<file path="src/cfr_pkg.sv">
// Package for the counter frame receiver.
// Holds frame phase codes, register indexes, reset values and the result and config record types.
// No dependencies.
package cfr_pkg;

    localparam int unsigned PHASE_W = 4;

    typedef logic [PHASE_W-1:0] phase_t;

    localparam phase_t PH_SYNC    = 4'd0;
    localparam phase_t PH_CMD_HI  = 4'd1;
    localparam phase_t PH_CMD_LO  = 4'd2;
    localparam phase_t PH_GAIN    = 4'd3;
    localparam phase_t PH_A_HI    = 4'd4;
    localparam phase_t PH_A_LO    = 4'd5;
    localparam phase_t PH_B_HI    = 4'd6;
    localparam phase_t PH_B_LO    = 4'd7;
    localparam phase_t PH_C_HI    = 4'd8;
    localparam phase_t PH_C_LO    = 4'd9;
    localparam phase_t PH_D_HI    = 4'd10;
    localparam phase_t PH_D_LO    = 4'd11;
    localparam phase_t PH_CHECK   = 4'd12;

    localparam int unsigned CFG_IDX_W  = 1;
    localparam int unsigned CFG_DATA_W = 16;

    localparam logic [CFG_IDX_W-1:0] REG_SYNC_BYTE      = 1'd0;
    localparam logic [CFG_IDX_W-1:0] REG_ACCEPT_COMMAND = 1'd1;

    localparam logic [7:0]  SYNC_BYTE_RESET      = 8'hE7;
    localparam logic [15:0] ACCEPT_COMMAND_RESET = 16'h0002;

    typedef struct packed {
        logic [7:0]  gain;
        logic [15:0] count_a;
        logic [15:0] count_b;
        logic [15:0] count_c;
        logic [15:0] count_d;
    } result_t;

    typedef struct packed {
        logic [7:0]  sync_byte;
        logic [15:0] accept_command;
    } cfg_t;

endpackage

</file>
<file path="src/counter_frame_receiver.sv">
// Counter frame receiver: one received byte per item, one result per good frame.
// Latency: a result is valid the cycle after its check byte is accepted.
// Throughput: one byte per cycle; the only stall is a check byte arriving
// while the previous result is still held in the output register.
// Reset: synchronous, active low; returns to sync hunt, registers to 0xE7 / 0x0002.
// Depends on cfr_pkg, cfr_cfg_regs and cfr_frame_parser.
module counter_frame_receiver
    import cfr_pkg::*;
(
    input  logic                  aclk,
    input  logic                  aresetn,
    input  logic                  cfg_we,
    input  logic [CFG_IDX_W-1:0]  cfg_index,
    input  logic [CFG_DATA_W-1:0] cfg_wdata,
    input  logic                  s_valid,
    output logic                  s_ready,
    input  logic [7:0]            s_rx_byte,
    output logic                  m_valid,
    input  logic                  m_ready,
    output logic [7:0]            m_gain,
    output logic [15:0]           m_count_a,
    output logic [15:0]           m_count_b,
    output logic [15:0]           m_count_c,
    output logic [15:0]           m_count_d
);

    cfg_t    cfg;
    logic    byte_en;
    logic    at_check;
    logic    result_en;
    result_t result;

    logic    m_valid_reg;
    result_t out_reg;

    cfr_cfg_regs u_cfg (
        .aclk      (aclk),
        .aresetn   (aresetn),
        .cfg_we    (cfg_we),
        .cfg_index (cfg_index),
        .cfg_wdata (cfg_wdata),
        .cfg       (cfg)
    );

    // only the check byte can produce a result, so only it waits on the output
    assign s_ready = !at_check || !m_valid_reg || m_ready;
    assign byte_en = s_valid && s_ready;

    cfr_frame_parser u_parser (
        .aclk      (aclk),
        .aresetn   (aresetn),
        .cfg       (cfg),
        .byte_en   (byte_en),
        .rx_byte   (s_rx_byte),
        .at_check  (at_check),
        .result_en (result_en),
        .result    (result)
    );

    always_ff @(posedge aclk) begin
        if (!aresetn) begin
            m_valid_reg <= 1'b0;
        end else if (result_en) begin
            m_valid_reg <= 1'b1;
        end else if (m_ready) begin
            m_valid_reg <= 1'b0;
        end
    end

    always_ff @(posedge aclk) begin
        if (result_en) begin
            out_reg <= result;
        end
    end

    assign m_valid   = m_valid_reg;
    assign m_gain    = out_reg.gain;
    assign m_count_a = out_reg.count_a;
    assign m_count_b = out_reg.count_b;
    assign m_count_c = out_reg.count_c;
    assign m_count_d = out_reg.count_d;

endmodule

</file>
<file path="src/cfr_cfg_regs.sv">
// Configuration registers of the counter frame receiver.
// Depends on cfr_pkg (register indexes, reset values, cfg_t).
module cfr_cfg_regs
    import cfr_pkg::*;
(
    input  logic                  aclk,
    input  logic                  aresetn,
    input  logic                  cfg_we,
    input  logic [CFG_IDX_W-1:0]  cfg_index,
    input  logic [CFG_DATA_W-1:0] cfg_wdata,
    output cfg_t                  cfg
);

    cfg_t cfg_reg;

    always_ff @(posedge aclk) begin
        if (!aresetn) begin
            cfg_reg.sync_byte      <= SYNC_BYTE_RESET;
            cfg_reg.accept_command <= ACCEPT_COMMAND_RESET;
        end else if (cfg_we) begin
            case (cfg_index)
                REG_SYNC_BYTE:      cfg_reg.sync_byte      <= cfg_wdata[7:0];
                REG_ACCEPT_COMMAND: cfg_reg.accept_command <= cfg_wdata;
                default: ;
            endcase
        end
    end

    assign cfg = cfg_reg;

endmodule

</file>
<file path="src/cfr_frame_parser.sv">
// Frame parser: sync hunt, field assembly and check of one frame per pass.
// Depends on cfr_pkg (phase codes, cfg_t, result_t).
module cfr_frame_parser
    import cfr_pkg::*;
(
    input  logic       aclk,
    input  logic       aresetn,
    input  cfg_t       cfg,
    input  logic       byte_en,
    input  logic [7:0] rx_byte,
    output logic       at_check,
    output logic       result_en,
    output result_t    result
);

    phase_t      phase_reg, phase_next;
    logic [15:0] cmd_reg;
    logic [7:0]  gain_reg;
    logic [15:0] val_a_reg, val_b_reg, val_c_reg, val_d_reg;
    logic [15:0] xsum;

    always_comb begin
        case (phase_reg)
            PH_CMD_HI: phase_next = PH_CMD_LO;
            PH_CMD_LO: phase_next = PH_GAIN;
            PH_GAIN:   phase_next = PH_A_HI;
            PH_A_HI:   phase_next = PH_A_LO;
            PH_A_LO:   phase_next = PH_B_HI;
            PH_B_HI:   phase_next = PH_B_LO;
            PH_B_LO:   phase_next = PH_C_HI;
            PH_C_HI:   phase_next = PH_C_LO;
            PH_C_LO:   phase_next = PH_D_HI;
            PH_D_HI:   phase_next = PH_D_LO;
            PH_D_LO:   phase_next = PH_CHECK;
            PH_CHECK:  phase_next = PH_SYNC;
            // sync hunt; unused codes fall here too
            default:   phase_next = (rx_byte == cfg.sync_byte) ? PH_CMD_HI : PH_SYNC;
        endcase
    end

    always_ff @(posedge aclk) begin
        if (!aresetn) begin
            phase_reg <= PH_SYNC;
        end else if (byte_en) begin
            phase_reg <= phase_next;
        end
    end

    // high byte write clears the low byte, as a fresh word
    always_ff @(posedge aclk) begin
        if (byte_en) begin
            case (phase_reg)
                PH_CMD_HI: cmd_reg   <= {rx_byte, 8'h00};
                PH_CMD_LO: cmd_reg   <= {cmd_reg[15:8], rx_byte};
                PH_GAIN:   gain_reg  <= rx_byte;
                PH_A_HI:   val_a_reg <= {rx_byte, 8'h00};
                PH_A_LO:   val_a_reg <= {val_a_reg[15:8], rx_byte};
                PH_B_HI:   val_b_reg <= {rx_byte, 8'h00};
                PH_B_LO:   val_b_reg <= {val_b_reg[15:8], rx_byte};
                PH_C_HI:   val_c_reg <= {rx_byte, 8'h00};
                PH_C_LO:   val_c_reg <= {val_c_reg[15:8], rx_byte};
                PH_D_HI:   val_d_reg <= {rx_byte, 8'h00};
                PH_D_LO:   val_d_reg <= {val_d_reg[15:8], rx_byte};
                default: ;
            endcase
        end
    end

    assign xsum     = cmd_reg ^ val_a_reg ^ val_b_reg ^ val_c_reg ^ val_d_reg;
    assign at_check = (phase_reg == PH_CHECK);

    assign result_en = byte_en && at_check
                       && (xsum == {8'h00, rx_byte})
                       && (cmd_reg == cfg.accept_command);

    assign result.gain    = gain_reg;
    assign result.count_a = val_a_reg;
    assign result.count_b = val_b_reg;
    assign result.count_c = val_c_reg;
    assign result.count_d = val_d_reg;

endmodule
</file>
<file path="config.mk">
export PLATFORM = sky130hd
export DESIGN_NAME = counter_frame_receiver
export DESIGN_NICKNAME = d
export VERILOG_FILES = /design/src/cfr_pkg.sv /design/src/counter_frame_receiver.sv /design/src/cfr_cfg_regs.sv /design/src/cfr_frame_parser.sv
export SDC_FILE = /design/constraint.sdc
export NUM_CORES = 1
export LEC_CHECK = 0
export BUFFER_PORTS_ARGS = -buffer_cell sky130_fd_sc_hd__buf_4
export CAP_MARGIN = 20
export CELL_PAD_IN_SITES_DETAIL_PLACEMENT = 0
export CELL_PAD_IN_SITES_GLOBAL_PLACEMENT = 1
export CORE_MARGIN = 10
export CORE_UTILIZATION = 25
export DETAILED_ROUTE_END_ITERATION = 10
export PLACE_DENSITY = 0.59
export SYNTH_ARGS = -nofsm -noshare
export SYNTH_HDL_FRONTEND = slang
export SYNTH_HIERARCHICAL = 1
export SYNTH_SLANG_ARGS = --single-unit
</file>
<file path="constraint.sdc">
create_clock -name aclk -period 8 [get_ports aclk]
set_input_delay 0 -clock aclk [delete_from_list [all_inputs] [get_ports aclk]]
set_output_delay 0 -clock aclk [all_outputs]
set_load 0.01 [all_outputs]
</file>
* Yosys cells after proc, flatten, opt, wreduce, memory -nomap -nowiden
Index checks and enable logic that the tools add are counted.
** Storage, ports and cells
- Register bits after elaboration :: 189
- Input port bits :: 30
- Output and inout port bits :: 74
- Word-level logic and storage cells :: 81
** Cells by class
- Eq/ne operators :: 15
- Multiplexer cells :: 9
- Bitwise logic cells :: 10
- Reductions and logical operators :: 27
** Operator list (number)
- one-hot mux 16 bit (2 select lines) :: 5
- bitwise XOR 16 bit :: 4
- one-hot mux 4 bit (12 select lines) :: 1
- equality test 4 bit, second input constant :: 5
- equality test 16 bit :: 1
- equality test 16 x 8 -> 1 bit :: 1
- equality test 4 x 3 -> 1 bit, second input constant :: 4
- AND reduction 2 bit :: 8
- AND reduction 3 bit :: 5
- nonzero test 2 bit :: 6
- equality test 4 x 2 -> 1 bit, second input constant :: 2
- equality test 8 bit :: 1
- inverter 1 bit :: 6
- equality test 4 x 1 -> 1 bit, second input constant :: 1
- logical AND 1 bit :: 4
- 2-to-1 mux 1 bit :: 3
- logical NOT 1 bit :: 2
- logical OR 1 bit :: 2

* Depth between registers and ports, before layout
Gate-level depths: netlist (run 1).
- Depth after elaboration :: 9
- Gate-level depth with buffers :: 10
- Depth with buffers taken out :: 9

* Modules after synthesis
The synthesis (run 1) kept the hierarchy.
** Modules (own cells, without submodules)
- cfr_frame_parser :: times used 1, cells an instance 343, area each 4516.8 um2
- counter_frame_receiver :: times used 1, cells an instance 77, area each 2222.1 um2
- cfr_cfg_regs :: times used 1, cells an instance 107, area each 993.5 um2

* Least setup slack after synthesis (run 1)
Ideal clock, no wire load.
- Kind :: reg-to-reg
- From :: register u_parser.phase_reg[1]
- To :: register out_reg (netlist bit m_count_a[0]) (enable)
- Setup time :: 0.544 ns
- Arrival :: 5.678 ns
- Slack :: 1.777 ns
- Stages on the path, launching flop included :: 9
- Period minus slack after synthesis :: 6.223 ns
- Path through :: dfxtp_1 clkbuf_1 nor3_1 nand3b_4 and2_1 or3b_1 nor4_1 nand4_1 nor4_2
** On the way
- Longest elaborated chain between the ends :: 8
** Ends and longest elaborated chain
- start, declared :: line cfr_frame_parser.sv:16 : phase_t phase_reg, phase_next;
- start signal, assigned :: line cfr_frame_parser.sv:45 : phase_reg <= phase_next;
- equality test 4 bit :: line cfr_frame_parser.sv:70 : assign at_check = (phase_reg == PH_CHECK);
- named net at_check :: line counter_frame_receiver.sv:29 : logic at_check;
- logical NOT 1 bit :: line counter_frame_receiver.sv:46 : assign s_ready = !at_check || !m_valid_reg || m_ready;
- logical OR 1 bit (2 in series) :: line counter_frame_receiver.sv:46
- named net s_ready :: line counter_frame_receiver.sv:16 : output logic s_ready,
- logical AND 1 bit :: line counter_frame_receiver.sv:47 : assign byte_en = s_valid && s_ready;
- named net byte_en :: line counter_frame_receiver.sv:28 : logic byte_en;
- logical AND 1 bit :: line cfr_frame_parser.sv:72 : assign result_en = byte_en && at_check
- logical AND 1 bit :: line cfr_frame_parser.sv:73 : && (xsum == {8'h00, rx_byte})
- logical AND 1 bit :: line cfr_frame_parser.sv:74 : && (cmd_reg == cfg.accept_command);
- named net result_en :: line counter_frame_receiver.sv:30 : logic result_en;
- end signal, assigned :: line counter_frame_receiver.sv:72 : out_reg <= result;
- end, declared :: line counter_frame_receiver.sv:34 : result_t out_reg;
The timed path passes the listed nets, and every way through them passes these cells.
A chain may end at the register's enable or synchronous reset.

* Worst setup path in the final report (run 1)
- From :: register u_parser.phase_reg[1]
- To :: register out_reg (netlist bit m_count_b[14]) (enable)
** On the way
- Longest elaborated chain between the ends :: 8
** Ends and longest elaborated chain (line)
- equality test 4 bit :: cfr_frame_parser.sv:70
- named net at_check :: counter_frame_receiver.sv:29
- logical NOT 1 bit :: counter_frame_receiver.sv:46
- logical OR 1 bit (2 in series) :: counter_frame_receiver.sv:46
- logical AND 1 bit :: counter_frame_receiver.sv:47
- named net byte_en :: counter_frame_receiver.sv:28
- logical AND 1 bit :: cfr_frame_parser.sv:72
- logical AND 1 bit :: cfr_frame_parser.sv:73
- logical AND 1 bit :: cfr_frame_parser.sv:74
- named net result_en :: counter_frame_receiver.sv:30
The timed path passes the listed nets, and every way through them passes these cells.

==> flow_summary.ini, run 1 <==
[status]
status = completed

[global_route]
grt_pass1_wl_um = 29700
grt_pass1_vias = 4619
gr-usage-all-layers_pct = 10.4
grt-ovfl-total = 0
antenna_found_initial = 2
grt_max_degree = 59

[routing]
dr.max_layer_used = met4
wl_um = 19900
vias_per_cell = 4.13
wl_met2_um = 9530
drc_errors = 0
ant_nets = 0
initialDrtViolationCount = 331
vias = 4461
met3_length_um = 989
met1_length_um = 9160
wire_per_inst_um = 18.4
dr.pass1.iters = 5

[floorplanning]
die_y_um = 196
coreArea_mm2 = 0.0306
die_area_mm2 = 0.0384
ios = 104
rows = 64
start_util_pct = 25.3
die_w_um = 196

[synth]
synthFlopType = edfxtp_1
synth_edf_count = 160
yosysUniqueCellTypes = 37
synth_nets = 557
synthCells = 527
ys_ff_latch = 189
syn_area_mm2 = 0.00773
yosysSeqAreaShare_pct = 69.6
yosysWarnings = 6
avgSynthCellArea_um2 = 14.7
synthArstFlopShare_pct = 0

[clock_tree]
root_buffer = clkbuf_16
clk_latency_ps = 430
cts.repair.resized = 0
clock_sinks = 189
numCtsBuffers = 17
cts_tree = built
cts.clk_slew.worst_paths_ps = 80
cts_buffer_depth = 2
h-tree-depth = 4

[critical_path]
rr_worst_depth = 8
start_kind = flip-flop
arrival_ps = 4220
path_max_fanout = 58
cp_slowest_stage_delay_ps = 880
crit_path_end_kind = flip-flop
worstPathRequired_ps = 8060
crit_chain = nor3_1, nand3b_4, and2_1, or3b_1, nor4_1, nand4_1, nor4_4, buf_4
critical_path_class = reg2reg
cpMaxStageDelayCell = nor4_4

[finish]
syn_to_final_growth_pct = 29.0
largest_reg_flops = 24
final_cells = 1080
drive_above_1_share_pct = 23.0
num-nets-final = 699
fillCellCount = 3031
final_util_pct = 32.6

[power]
cellPowerDensity_mw_per_mm2 = 206
ir_worst_vdd_v = 0.000130
p_leak_nw = 3.54
power.total_w = 0.00205

[hold_path]
whs_path_depth = 3
hp-class = in2reg

[timing]
tightest_slew_ps = 1000
timing.setup.tns_ps = 0
fmax_ghz = 0.240
final_max_slew_viol_count = 0
rsz0062_at_grt = false
max_slew_margin_pct = 32.6
setup_violations = 0
clock_skew_ps = 13.5
worst_slack_ps = 3840
post-route-min-period_ps = 4160
finalHoldViolations = 0
finalCritPeriodShare_pct = 52.0

[run]
drv_cap = 0

[placed_design]
gp_congestion = 0.767
pre_cts_ws_ps = 3870
dpl.hpwl_um = 14100
dp.cells = 1004
io_buffers = 103
==> synth_stat cells (6+ instances only) <==
cell | instances | area share, %
edfxtp_1 | 160 | 62
xnor2_1 | 55 | 6.2
inv_1 | 9 | 0.44
o211ai_1 | 6 | 0.58
nor2b_1 | 45 | 3.6
and2_1 | 41 | 3.3
xnor3_1 | 6 | 1.7
nand3b_1 | 7 | 0.68
nor2_1 | 17 | 0.83
o21ai_2 | 9 | 1.0
nand4_1 | 18 | 1.5
buf_2 | 9 | 0.58
clkbuf_1 | 15 | 0.73
xor2_1 | 28 | 3.2
dfxtp_1 | 29 | 7.5
nand2_1 | 26 | 1.3
nor4_1 | 6 | 0.49
==> what timing repair did <==
item / 4_1_cts / 5_1_grt
endpoints found under the hold margin: 33 / 0
hold buffers: 41 / 0
setup buffers: 0 / 0
==> path summary, 6_finish.rpt <==
path                         start                    end  slack (ps)
max reg2reg  u_parser/phase_reg[1]          m_count_b[14]        3840
max          u_parser/phase_reg[1]          m_count_b[14]        3840
min reg2reg   u_parser/gain_reg[4]              m_gain[4]         420
min                        s_valid  u_parser/phase_reg[0]         170
==> worst max-delay path: cells and delay by family, from the launching register on <==
family	cells	cell delay [ps]
DFF	1	600
buffers and inverters	1	710
and+or+nand+nor	7	2390
==> report_power, final <==
part | switching (W) | internal, W
clock | 0.000422 | 0.000458
combinational | 0.0000486 | 0.0000489
sequential | 0.00000929 | 0.00107
total | 0.000480 | 0.00157
==> cell usage in the layout (no fill, tap or decap), drive strengths merged, types with 2 or more instances in the layout <==
cell type	instances
nor2b	45
buf	110
nand2	26
clkbuf	17
a22oi	2
nor2	17
and2	42
inv	16
dlygate4sd3	41
o21a	2
nand3b	8
a21oi	3
nand4	18
nor4	8
xnor2	56
clkinv	7
nor3	3
diode	2
edfxtp	160
o211ai	7
xor2	28
mux2i	4
xnor3	6
nand2b	5
o21ai	16
dfxtp	29
==> metrics by stage <==
stage | area [µm²] | hold slack (ps)
after detailed placement | 8920 | 257
after floorplan | 7730 | 98.9
after global placement | 8910 | 256
final | 9980 | 172
after CTS | 9960 | 152
after global routing | 9980 | 179
==> kinds of logic (layout without fill, tap and decap cells) <==
group / Yosys count / in the layout / synth area share, %
flops: 189 / 189 / 69.6
mux: 4 / 4 / 0.518
simple gates: 175 / 175 / 13.2
compound gates: 32 / 32 / 3.01
buf+inv: 37 / 192 / 2.23
other cells: 0 / 2 / 0
xor+xnor: 90 / 90 / 11.4
==> per-layer routing <==
| layer | GRT usage [%] | vias to the layer above |
|---|---|---|
| li1 | - | 2139 |
| met1 | 13.5 | 2207 |
| met2 | 16.5 | 104 |
| met3 | 3.14 | 11 |
| met4 | 2.60 | 0 |
| met5 | 0 | - |
==> final cells by class <==
cell class,instances,area [µm²],share of cell area (%)
timing repair buffer,151,1240,12.4
antenna,2,5.00,0.0502
clock buffer,17,425,4.26
clock inverter,15,209,2.09
inverter,9,33.8,0.339
sequential,189,5390,54.0
tap,396,495,4.97
multi-input combinational,301,2180,21.9
Power figures use the tool's default switching activity.
==> run 2: changes to the inputs <==
Settings changed: PLACE_DENSITY 0.59 to 0.61.
Clock period 8 ns to 3.7 ns, I/O delays scaled along.
==> run 2 against run 1 <==
Total power grew 110%. Cell area shrank 0.53%. Worst hold slack gained 230 ps. Clock power grew 100%. Core utilization shrank 0.17 points. Register-to-register slack lost 2900 ps. Count of clock-buffer cells in the layout is the same. Routed wire length grew 0.35%.
==> flow_summary.ini, run 2 (synthesized netlist as in run 1, its figures left out) <==
[routing]
initialDrtViolationCount = 217
vias_per_cell = 4.11
wl_um = 19900
vias = 4434
wire_per_inst_um = 18.5
dr.pass1.iters = 4
ant_nets = 0
drc_errors = 0

[hold_path]
hp-class = in2reg

[power]
cellPowerDensity_mw_per_mm2 = 434
p_leak_nw = 3.53
power.total_w = 0.00430
combPwrFrac_pct = 4.9
p_int_w = 0.00335
swShare_pct = 22.2
power_switching_w = 0.000954
p_clk_share_pct = 41.0
ir_worst_vdd_v = 0.000297
seqPwrFrac_pct = 54.1

[critical_path]
arrival_ps = 2900
path_max_fanout = 58
start_kind = flip-flop
critical_path_class = reg2reg
crit_path_end_kind = flip-flop
worstPathRequired_ps = 3800

[floorplanning]
start_util_pct = 25.3
die_w_um = 196
ios = 104
die_area_mm2 = 0.0384
coreArea_mm2 = 0.0306
rows = 64
die_y_um = 196

[timing]
tightest_slew_ps = 1050
fmax_ghz = 0.358
final_max_slew_viol_count = 0
finalCritPeriodShare_pct = 75.6
worst_slack_ps = 903
rsz0062_at_grt = false
timing.setup.tns_ps = 0
finalHoldViolations = 0
setup_violations = 0
post-route-min-period_ps = 2800
clock_skew_ps = 8.75
max_slew_margin_pct = 29.6

[clock_tree]
root_buffer = clkbuf_16
numCtsBuffers = 17
cts_buffer_depth = 2
post_cts_buffers = 0
clk_latency_ps = 430
cts.repair.resized = 0
clock_sinks = 189
h-tree-depth = 4
cts_tree = built
cts_hold_buffers = 41
cts.clk_slew.worst_paths_ps = 70

[global_route]
grt-ovfl-total = 0
grt_max_degree = 59
grt_pass1_wl_um = 29900
grt_pass1_vias = 4745
gr-usage-all-layers_pct = 10.4
antenna_found_initial = 1

[finish]
antennaDiodeCount = 0
layout_commonest_cell = edfxtp_1
fillCellCount = 3059
num-nets-final = 699
layout_common_cells = edfxtp_1 (160), buf_4 (109), xnor2_1 (55)
drive_above_1_share_pct = 23.5
largest_reg_flops = 24
syn_to_final_growth_pct = 28.3
final_util_pct = 32.4

[placed_design]
io_buffers = 103
dpl.hpwl_um = 14200
gp_congestion = 0.753
pre_cts_ws_ps = 953

[status]
status = completed

[run]
drv_cap = 0
==> run 2: changes by cell type in the layout (fill, tap and decap cells not counted), sizes merged <==
cell / before / now
inv: 16 / 15
diode: 2 / 0
clkinvlp: 0 / 3
clkinv: 7 / 5
==> run 2: per-stage QoR <==
stage / cell area (µm²) / hold WS [ps] / std cells
3_5_place_dp: 8950 / 252 / 1005
6_report: 9920 / 402 / 1078
4_1_cts: 9920 / 393 / 1078
2_1_floorplan: 7780 / 98.9 / 527
3_3_place_gp: 8950 / 252 / 1005
5_1_grt: 9920 / 424 / 1078
==> run 2: power groups by stage <==
stage | Sequential, W | Combinational [W] | Clock [W]
after CTS | 0.00233 | 0.000214 | 0.00181
after detailed placement | 0.00238 | 0.000181 | 0
after global placement | 0.00238 | 0.000180 | 0
after floorplan | 0.00236 | 0.000121 | 0
final | 0.00233 | 0.000211 | 0.00177
after global routing | 0.00233 | 0.000232 | 0.00189
==> run 2: path summary, 6_finish.rpt <==
| kind | from | end | slack, ps | cells after the start |
|---|---|---|---|---|
| worst max-delay path | u_parser/phase_reg[0] | m_gain[1] | 900 | 8 |
| worst min-delay path | cfg_wdata[1] | u_cfg/cfg[17] | 400 | 4 |
| worst max register to register | u_parser/phase_reg[0] | m_gain[1] | 900 | 8 |
| worst min register to register | u_parser/gain_reg[1] | m_gain[1] | 420 | 0 |
==> run 2: per-layer routing <==
layer	vias up	GRT usage (%)	routed length [µm]
met2	106	17.2	9760
met3	15	2.78	1120
met1	2184	13.1	8800
met4	0	2.97	254
li1	2129	-	-
met5	-	0	0
==> run 2: cell type report <==
type	count	area [µm²]	share of cell area [%]
Sequential cell	189	5390	54.3
Clock buffer	17	425	4.29
Multi-Input combinational cell	301	2200	22.2
Inverter	9	33.8	0.340
Clock inverter	15	134	1.35
Timing Repair Buffer	151	1250	12.6
Tap cell	396	495	4.99
==> run 2: worst max-delay path: stages (launching register included) <==
cell	delay (ps)
dfxtp_1	530
nor3_2	120
nand3b_4	90
and2_4	210
or3b_4	410
nor4_1	290
nand4_1	190
nor4_4	250
buf_12	340
==> run 3: changes to the inputs <==
Clock period 3.7 ns to 2.3 ns, I/O delays scaled along.
==> run 3 against run 2 <==
The run now ends with negative setup slack left. Critical path depth increased by 3. Register-to-register slack got worse by 1100 ps. Clock power increased by 62%. Clock skew increased by 11 ps. Final cell count increased by 6.2%. Worst hold slack got worse by 380 ps.
==> flow_summary.ini, run 3 (synthesized netlist as in run 1, its figures left out) <==
[status]
status = complete, but fails checks
violations = negative setup slack

[floorplanning]
die_y_um = 196
start_util_pct = 25.3
die_area_mm2 = 0.0384
coreArea_mm2 = 0.0306
ios = 104
rows = 64
die_w_um = 196

[timing]
setup_violations = 73
fmax_ghz = 0.402
rsz0062_at_grt = true
finalCritPeriodShare_pct = 108
finalHoldViolations = 0
post-route-min-period_ps = 2490
tightest_slew_ps = 858
timing.setup.tns_ps = -12780
max_slew_margin_pct = 42.6
final_max_slew_viol_count = 0
worst_slack_ps = -189
clock_skew_ps = 19.8

[placed_design]
dp.cells = 1064
gp_congestion = 0.744
io_buffers = 103
dpl_cell_area_mm2 = 0.00940
pre_cts_ws_ps = -298
dpl.hpwl_um = 14400

[finish]
final_cells = 1145
largest_reg_flops = 24
fillCellCount = 3037
num-nets-final = 765
syn_to_final_growth_pct = 36.9
layout_commonest_cell = buf_4
fin_area_mm2 = 0.0106
drive_above_1_share_pct = 31.7
layout_common_cells = buf_4 (167), edfxtp_1 (160), xnor2_1 (54)

[routing]
dr.pass1.iters = 4
initialDrtViolationCount = 279
drc_errors = 0
wire_per_inst_um = 17.9
vias_per_cell = 4.05
ant_nets = 0
wl_um = 20500
vias = 4641

[clock_tree]
numCtsBuffers = 17
root_buffer = clkbuf_16
cts_tree = built
clk_latency_ps = 440
h-tree-depth = 4
cts_buffer_depth = 2
clock_sinks = 189
cts.clk_slew.worst_paths_ps = 70

[global_route]
gr-usage-all-layers_pct = 10.5
grt-ovfl-total = 0
grt_max_degree = 45
grt_pass1_vias = 5067
antenna_found_initial = 1
grt_pass1_wl_um = 30500

[critical_path]
worstPathRequired_ps = 2450
start_kind = flip-flop
crit_path_end_kind = flip-flop
arrival_ps = 2640
path_max_fanout = 7
cpMaxStageDelayCell = or3b_4
path_common_cell = nor4_4
cp_slowest_stage_delay_ps = 400
critical_path_class = reg2reg
crit_chain = nand2_4, nor3_4, nand3b_4, and2_4, or3b_4, nor4_4, nand4_1, nor4_4, buf_4, buf_8, clkbuf_16

[power]
ir_worst_vdd_v = 0.000541
p_leak_nw = 3.88
cellPowerDensity_mw_per_mm2 = 658
power.total_w = 0.00696

[hold_path]
hp-class = in2reg

[run]
drv_cap = 0
run 3: power by group:
part	leakage [nW]	internal, W	switching [W]	total, W
clock	0.263	0.00152	0.00134	0.00286
sequential	1.65	0.00371	0.0000274	0.00374
combinational	1.96	0.000188	0.000183	0.000370
run 3: what timing repair did:
action,4_1_cts,5_1_grt
pin swaps,1,6
hold buffers,37,0
cloned,0,6
buffers inserted,3,2
endpoints found under the setup margin,73,73
hold endpoints to repair,27,0
gates resized for setup,8,13
run 3: worst paths after layout:
check | from | end | slack [ps] | depth (start not counted)
worst max-delay path | u_parser/phase_reg[3] | m_count_c[0] | -190 | 11
worst min-delay path | s_rx_byte[4] | u_parser/gain_reg[4] | 30 | 2
worst max register to register | u_parser/phase_reg[3] | m_count_c[0] | -190 | 11
worst min register to register | u_parser/gain_reg[0] | m_gain[0] | 420 | 0
run 3: layout make-up:
type	count	area (µm²)	share of cell area [%]
Sequential cell	189	5390	50.9
Multi-Input combinational cell	301	2230	21.1
Tap cell	396	495	4.68
Timing Repair Buffer	217	1860	17.6
Antenna cell	1	2.50	0.0236
Inverter	9	33.8	0.319
Clock inverter	14	135	1.28
Clock buffer	18	429	4.05
run 3: metal layers:
layer,vias to the layer above,GRT usage [%],routed length (µm)
li1,2271,-,-
met1,2269,13.1,9220
met2,87,17.5,10100
met3,14,2.92,988
met4,0,2.69,188
met5,-,0,0
run 3: metrics by stage:
stage	hold WS [ps]	util (%)
global route	17.6	34.6
CTS	21.7	34.0
finish	25.2	34.6
global placement	252	30.7
detailed placement	253	30.7
floorplan	98.9	-
run 3: critical path: cells and delay by family (launching register included):
family | cells | cell delay, ps
simple gates | 8 | 1400
buf+inv | 3 | 480
flops | 1 | 340
